$ cat src/bprs_pkg.sv
package bprs_pkg;

	localparam int ROWS_DEF  = 8;
	localparam int ROW_BITS  = 8;
	localparam int PRIO_W    = 6;
	localparam int DEPTH_W   = 8;
	localparam int TOTAL_W   = 32;
	localparam logic [DEPTH_W-1:0] DEPTH_MAX = 8'd255;

	typedef enum logic [2:0] {
		KIND_READY     = 3'd0,
		KIND_UNREADY   = 3'd1,
		KIND_INT_ENTER = 3'd2,
		KIND_INT_EXIT  = 3'd3,
		KIND_LOCK      = 3'd4,
		KIND_UNLOCK    = 3'd5,
		KIND_SCHEDULE  = 3'd6,
		KIND_START     = 3'd7
	} kind_t;

	typedef struct packed {
		logic [2:0]        kind;
		logic [PRIO_W-1:0] prio;
	} cmd_t;

	typedef struct packed {
		logic [PRIO_W-1:0]  highest_ready;
		logic               switch_now;
		logic [PRIO_W-1:0]  current_prio;
		logic [TOTAL_W-1:0] switch_total;
		logic               is_running;
	} result_t;

	typedef struct packed {
		logic               switch_now;
		logic [PRIO_W-1:0]  current_prio;
		logic [TOTAL_W-1:0] switch_total;
		logic               is_running;
	} sched_stat_t;

	function automatic logic [2:0] lowest_bit(input logic [ROW_BITS-1:0] m);
		logic [2:0] idx;
		idx = 3'd0;
		for (int i = ROW_BITS - 1; i >= 0; i--) begin
			if (m[i]) begin
				idx = 3'(i);
			end
		end
		return idx;
	endfunction

endpackage

$ cat src/bprs_ready_set.sv
module bprs_ready_set #(
	parameter int ROWS = bprs_pkg::ROWS_DEF
) (
	input  logic                      clk,
	input  logic                      arst_n,
	input  logic                      upd,
	input  logic                      set,
	input  logic [bprs_pkg::PRIO_W-1:0] prio,
	output logic [bprs_pkg::PRIO_W-1:0] highest
);
	import bprs_pkg::*;

	logic [ROW_BITS-1:0] rows_q [ROWS];
	logic [ROW_BITS-1:0] rows_n [ROWS];
	logic [2:0]          row_y;
	logic [2:0]          bit_x;
	logic [ROW_BITS-1:0] bit_oh;
	logic [ROW_BITS-1:0] grp;
	logic [ROW_BITS-1:0] row_sel;
	logic [2:0]          y_h;

	assign row_y  = prio[PRIO_W-1:3];
	assign bit_x  = prio[2:0];
	assign bit_oh = ROW_BITS'(1) << bit_x;

	always_comb begin
		for (int i = 0; i < ROWS; i++) begin
			rows_n[i] = rows_q[i];
			if (upd && row_y == 3'(i)) begin
				rows_n[i] = set ? (rows_q[i] | bit_oh) : (rows_q[i] & ~bit_oh);
			end
		end
	end

	// group bit is set exactly when its row is not empty
	always_comb begin
		grp     = '0;
		row_sel = '0;
		for (int i = 0; i < ROWS; i++) begin
			grp[i] = |rows_n[i];
		end
		y_h = lowest_bit(grp);
		for (int i = 0; i < ROWS; i++) begin
			if (y_h == 3'(i)) begin
				row_sel = rows_n[i];
			end
		end
		highest = {y_h, lowest_bit(row_sel)};
	end

	always_ff @(posedge clk or negedge arst_n) begin
		if (!arst_n) begin
			for (int i = 0; i < ROWS; i++) begin
				rows_q[i] <= '0;
			end
		end else begin
			for (int i = 0; i < ROWS; i++) begin
				rows_q[i] <= rows_n[i];
			end
		end
	end

endmodule

$ cat src/bprs_sched.sv
module bprs_sched (
	input  logic                        clk,
	input  logic                        arst_n,
	input  logic                        vld,
	input  logic [2:0]                  kind,
	input  logic [bprs_pkg::PRIO_W-1:0] highest,
	output bprs_pkg::sched_stat_t       stat
);
	import bprs_pkg::*;

	logic [DEPTH_W-1:0] int_q, int_n;
	logic [DEPTH_W-1:0] lock_q, lock_n;
	logic [PRIO_W-1:0]  cur_q, cur_n;
	logic [TOTAL_W-1:0] cnt_q, cnt_n;
	logic               run_q, run_n;
	logic               pt;
	logic               sw;

	always_comb begin
		int_n  = int_q;
		lock_n = lock_q;
		cur_n  = cur_q;
		cnt_n  = cnt_q;
		run_n  = run_q;
		pt     = 1'b0;
		sw     = 1'b0;
		case (kind_t'(kind))
			KIND_INT_ENTER: begin
				if (run_q && int_q != DEPTH_MAX) int_n = int_q + 1'b1;
			end
			KIND_INT_EXIT: begin
				if (run_q) begin
					if (int_q != '0) int_n = int_q - 1'b1;
					pt = 1'b1;
				end
			end
			KIND_LOCK: begin
				if (run_q && lock_q != DEPTH_MAX) lock_n = lock_q + 1'b1;
			end
			KIND_UNLOCK: begin
				if (run_q && lock_q != '0) begin
					lock_n = lock_q - 1'b1;
					pt     = 1'b1;
				end
			end
			KIND_SCHEDULE: begin
				pt = 1'b1;
			end
			KIND_START: begin
				if (!run_q) begin
					cur_n = highest;
					run_n = 1'b1;
				end
			end
			default: begin
			end
		endcase
		if (pt && int_n == '0 && lock_n == '0 && highest != cur_q) begin
			sw    = 1'b1;
			cur_n = highest;
			cnt_n = cnt_q + 1'b1;
		end
	end

	assign stat.switch_now   = sw;
	assign stat.current_prio = cur_n;
	assign stat.switch_total = cnt_n;
	assign stat.is_running   = run_n;

	always_ff @(posedge clk or negedge arst_n) begin
		if (!arst_n) begin
			int_q  <= '0;
			lock_q <= '0;
			cur_q  <= '0;
			cnt_q  <= '0;
			run_q  <= 1'b0;
		end else if (vld) begin
			int_q  <= int_n;
			lock_q <= lock_n;
			cur_q  <= cur_n;
			cnt_q  <= cnt_n;
			run_q  <= run_n;
		end
	end

endmodule

$ cat src/bitmap_priority_ready_scheduler.sv
// pipeline: a word taken at a clock edge is held in the input register, and its result
// is then held in the result register, from which it is shown with done high
// throughput: one word every cycle, busy never rises; the receiver cannot stall
// reset: arst_n low clears the ready rows, nesting depths, current priority,
// switch count and the running flag at once; no clearing pass is needed
module bitmap_priority_ready_scheduler #(
	parameter int ROWS = bprs_pkg::ROWS_DEF
) (
	input  logic              clk,
	input  logic              arst_n,
	input  logic              start,
	output logic              busy,
	input  bprs_pkg::cmd_t    cmd,
	output logic              done,
	output bprs_pkg::result_t result
);
	import bprs_pkg::*;

	logic        vld_s1;
	cmd_t        cmd_s1;
	logic        upd;
	logic [PRIO_W-1:0] highest;
	sched_stat_t stat;
	logic        done_s2;
	result_t     result_s2;

	assign busy = 1'b0;

	always_ff @(posedge clk or negedge arst_n) begin
		if (!arst_n) begin
			vld_s1 <= 1'b0;
		end else begin
			vld_s1 <= start && !busy;
		end
	end

	always_ff @(posedge clk) begin
		if (start && !busy) begin
			cmd_s1 <= cmd;
		end
	end

	assign upd = vld_s1 &&
		(kind_t'(cmd_s1.kind) == KIND_READY || kind_t'(cmd_s1.kind) == KIND_UNREADY);

	bprs_ready_set #(
		.ROWS(ROWS)
	) u_ready_set (
		.clk    (clk),
		.arst_n (arst_n),
		.upd    (upd),
		.set    (kind_t'(cmd_s1.kind) == KIND_READY),
		.prio   (cmd_s1.prio),
		.highest(highest)
	);

	bprs_sched u_sched (
		.clk    (clk),
		.arst_n (arst_n),
		.vld    (vld_s1),
		.kind   (cmd_s1.kind),
		.highest(highest),
		.stat   (stat)
	);

	always_ff @(posedge clk or negedge arst_n) begin
		if (!arst_n) begin
			done_s2 <= 1'b0;
		end else begin
			done_s2 <= vld_s1;
		end
	end

	always_ff @(posedge clk) begin
		if (vld_s1) begin
			result_s2.highest_ready <= highest;
			result_s2.switch_now    <= stat.switch_now;
			result_s2.current_prio  <= stat.current_prio;
			result_s2.switch_total  <= stat.switch_total;
			result_s2.is_running    <= stat.is_running;
		end
	end

	assign done   = done_s2;
	assign result = result_s2;

endmodule

$ cat config.mk
export PLATFORM = sky130hd
export DESIGN_NAME = bitmap_priority_ready_scheduler
export DESIGN_NICKNAME = d
export VERILOG_FILES = /design/src/bprs_pkg.sv /design/src/bprs_ready_set.sv /design/src/bprs_sched.sv /design/src/bitmap_priority_ready_scheduler.sv
export SDC_FILE = /design/constraint.sdc
export NUM_CORES = 1
export LEC_CHECK = 0
export BUFFER_PORTS_ARGS = -buffer_cell sky130_fd_sc_hd__buf_2
export CAP_MARGIN = 5
export CORE_ASPECT_RATIO = 1.1
export CORE_UTILIZATION = 31
export CTS_CLUSTER_DIAMETER = 60
export DETAILED_ROUTE_END_ITERATION = 16
export REMOVE_ABC_BUFFERS = 1
export SYNTH_ARGS = -nofsm -noshare
export SYNTH_HDL_FRONTEND = slang
export SYNTH_SLANG_ARGS = --single-unit
$ cat constraint.sdc
create_clock -name clk -period 10.7 [get_ports clk]
set_input_delay 2.14 -clock clk [delete_from_list [all_inputs] [get_ports clk]]
set_output_delay 2.14 -clock clk [all_outputs]
set_load 0.01 [all_outputs]
==> results.json <==
{
  "hp-class": "flip-flop to flip-flop",
  "tns_ns": 0,
  "yosys.area_share.simple_pct": 20.3,
  "power_density_nw_per_um2": 182,
  "cts_resized": 0,
  "die_area_um2": 33900,
  "clockBufferDepth": 2,
  "cp_max_fo": 65,
  "synth_top_family_by_area": "simple AND/OR/NAND/NOR gates",
  "wl_um": 27600,
  "routed_via_density": 5.59,
  "htreeDepth": 4,
  "grt_max_degree": 67,
  "drive_above_1_share_pct": 12.9,
  "crit_required_ns": 11.02,
  "vias": 8358,
  "cts.sinks": 176,
  "grt_pass1_vias": 7794,
  "cts-root-buf": "clkbuf_16",
  "synth_top_flop_cell": "dfrtp_1",
  "yosys.area_share.adder_pct": 0.852,
  "clkTransAtPathRegs_ns": 0.08,
  "finalMaxSlewViolations": 0,
  "grt_pass1_wl_um": 43900,
  "port_buffers": 58,
  "max_freq_mhz": 153,
  "end_kind": "flip-flop",
  "ys_seq_area_share_pct": 45.5,
  "leakage_nw": 4.64,
  "ios": 60,
  "whs_endpoint": "u_sched.cnt_q[31]",
  "status": "complete, no violations",
  "critical_path_arrival_ns": 6.88,
  "cts_buffers": 17,
  "post-route-min-period_ns": 6.55,
  "synth_cells": 1047,
  "dp_hpwl_um": 19200,
  "syn_area_per_cell_um2": 9.82,
  "min_delay_path_depth": 1,
  "synth_edf_count": 55,
  "slew_headroom_pct": 42.1,
  "r2r_start": "vld_s1",
  "ant_nets": 0,
  "layout.nets": 1075,
  "tightest_slew_ns": 0.869,
  "start_util_pct": 31.7,
  "drtIter0Drc": 737,
  "ctsHoldBuffers": 0,
  "drv_cap": 0,
  "final-setup-viol-count": 0,
  "fin_cells": 1495,
  "wl_per_cell_um": 18.5,
  "worstHoldStart": "u_sched.cnt_q[31]",
  "rsz0062_at_grt": "false",
  "chipWidth_um": 176,
  "drc": 0,
  "ir_worst_vdd_mv": 0.114,
  "antenna_found_initial": 0,
  "hold_viol": 0,
  "synthXorXnorAreaFrac_pct": 6.90,
  "synthMuxAreaShare_pct": 5.90,
  "syn_to_final_growth_pct": 11.8,
  "dp.cells": 1463,
  "routabilityCongestion": 1.00,
  "overflow": 0,
  "first_pass_iters": 9,
  "antennaDiodeCount": 0,
  "rows": 69,
  "path_class": "flip-flop to flip-flop",
  "fin_skew_ns": 0.0212,
  "layout_commonest_cell": "dfrtp_1",
  "grt.total_usage_pct": 16.5,
  "clock_latency_ns": 0.45,
  "ys_types": 86,
  "ys_ff_latch": 176,
  "cts_tree": "built",
  "yosysWarnings": 0,
  "most-common-layout-cells": "120 x dfrtp_1, 76 x xnor2_1, 68 x nor2_1, 57 x buf_2, 55 x edfxtp_1",
  "rrSetupSlack_ns": 4.15,
  "finalCritPeriodShare_pct": 61.2,
  "synth-compound-area-share_pct": 15.5,
  "synthesis.area_um2": 10300,
  "core_um2": 32500,
  "final_util_pct": 35.4,
  "die_y_um": 193,
  "reg2reg_depth": 16,
  "startpoint_type": "flip-flop",
  "postSynth.asyncResetShare_pct": 68.8,
  "r2r-end": "u_sched.cur_q[1]",
  "post_cts_buffers": 0
}
-- stage by stage --
step / hold WS (ns) / total power [mW] / cell area (um2) / setup WS [ns]
floorplan: 0.452 / 1.25 / 9920 / 2.40
CTS: 0.497 / 2.10 / 11500 / 4.27
detailed placement: 0.486 / 1.43 / 10800 / 4.29
global route: 0.523 / 2.19 / 11500 / 3.76
global placement: 0.480 / 1.42 / 10800 / 4.38
finish: 0.493 / 2.09 / 11500 / 4.15
-- kinds of logic after synthesis --
| logic type | count (synthesis) |
|---|---|
| adders and majority gates | 7 |
| muxes | 57 |
| other | 1 |
| xor gates and xnor gates | 81 |
| and+or+nand+nor | 383 |
| AOI/OAI and AO/OA | 223 |
| DFF | 176 |
| buffers and inverters | 119 |
-- layer usage --
layer / vias up / GRT usage, % / wire length [um]
met3: 64 / 2.61 / 1270
met2: 281 / 26.5 / 13000
met5: - / 0 / 0
met4: 0 / 7.53 / 944
met1: 4085 / 21.8 / 12400
li1: 3928 / - / -
-- worst max-delay path by stage --
stage,start,cells past startpoint,slack [ns],to
after global routing,vld_s1,16,3.76,u_sched.cur_q[3]
after CTS,vld_s1,16,4.27,u_sched.cur_q[1]
after detailed placement,vld_s1,16,4.29,result[2]
after global placement,vld_s1,16,4.38,result[35]
after floorplan,vld_s1,15,2.40,result[35]
final,vld_s1,16,4.15,u_sched.cur_q[1]
-- flip-flops by register name (all words and copies together), names as in the netlist, 6 cells and up --
name and count:
u_ready_set.rows_q 64, result 46, u_sched.cnt_q 32, cmd_s1 9, u_sched.int_q 8, u_sched.lock_q 8, u_sched.cur_q 6
-- worst max-delay path: stages (launching register included) --
cell and delay (ns):
dfrtp_4 0.84, nand3_1 0.49, nor3_1 0.35, mux2i_1 0.40, and4_1 0.33, nand3_1 0.17, a311oi_2 0.55, or2_1 0.58
mux2i_1 0.18, a222oi_1 0.73, and2_1 0.27, a2111oi_4 0.07, xnor2_1 0.14, nand4b_1 0.10, buf_4 0.52, o21ai_1 0.29
mux2_1 0.37
-- area by class of cell --
cell class / count / area [um2]
multi-input combinational: 752 / 5110
sequential: 176 / 4680
inverter: 40 / 150
fill: 3337 / 21000
tap: 426 / 533
timing repair buffer: 69 / 375
clock inverter: 15 / 213
clock buffer: 17 / 425
-- where the power goes --
group	total (mW)	switching, mW	internal (mW)
sequential	0.836	0.0732	0.763
combinational	0.587	0.376	0.211
clock	0.664	0.335	0.329
-- cell usage after synthesis (all sizes together) (5+ instances only) --
master,count,area [um2]
inv,40,150
xnor2,76,666
and4,6,52.6
o32ai,10,87.6
mux2i,28,280
dfrtp,121,3030
clkbuf,53,199
nand3,45,225
and2,13,81.3
or3,14,87.6
o31ai,42,315
o31a,8,70.1
and3,38,238
nand4,48,307
nor2,68,255
o21ai,52,264
buf,26,161
edfxtp,55,1650
ha,7,87.6
nor4,10,62.6
nand2,54,203
nor3b,5,47.5
a31oi,12,75.1
nor3,39,206
nand3b,7,52.6
mux2,29,327
nand2b,13,81.3
a211oi,5,37.5
a21oi,39,206
xor2,5,43.8
Power figures use the tool's default switching activity.
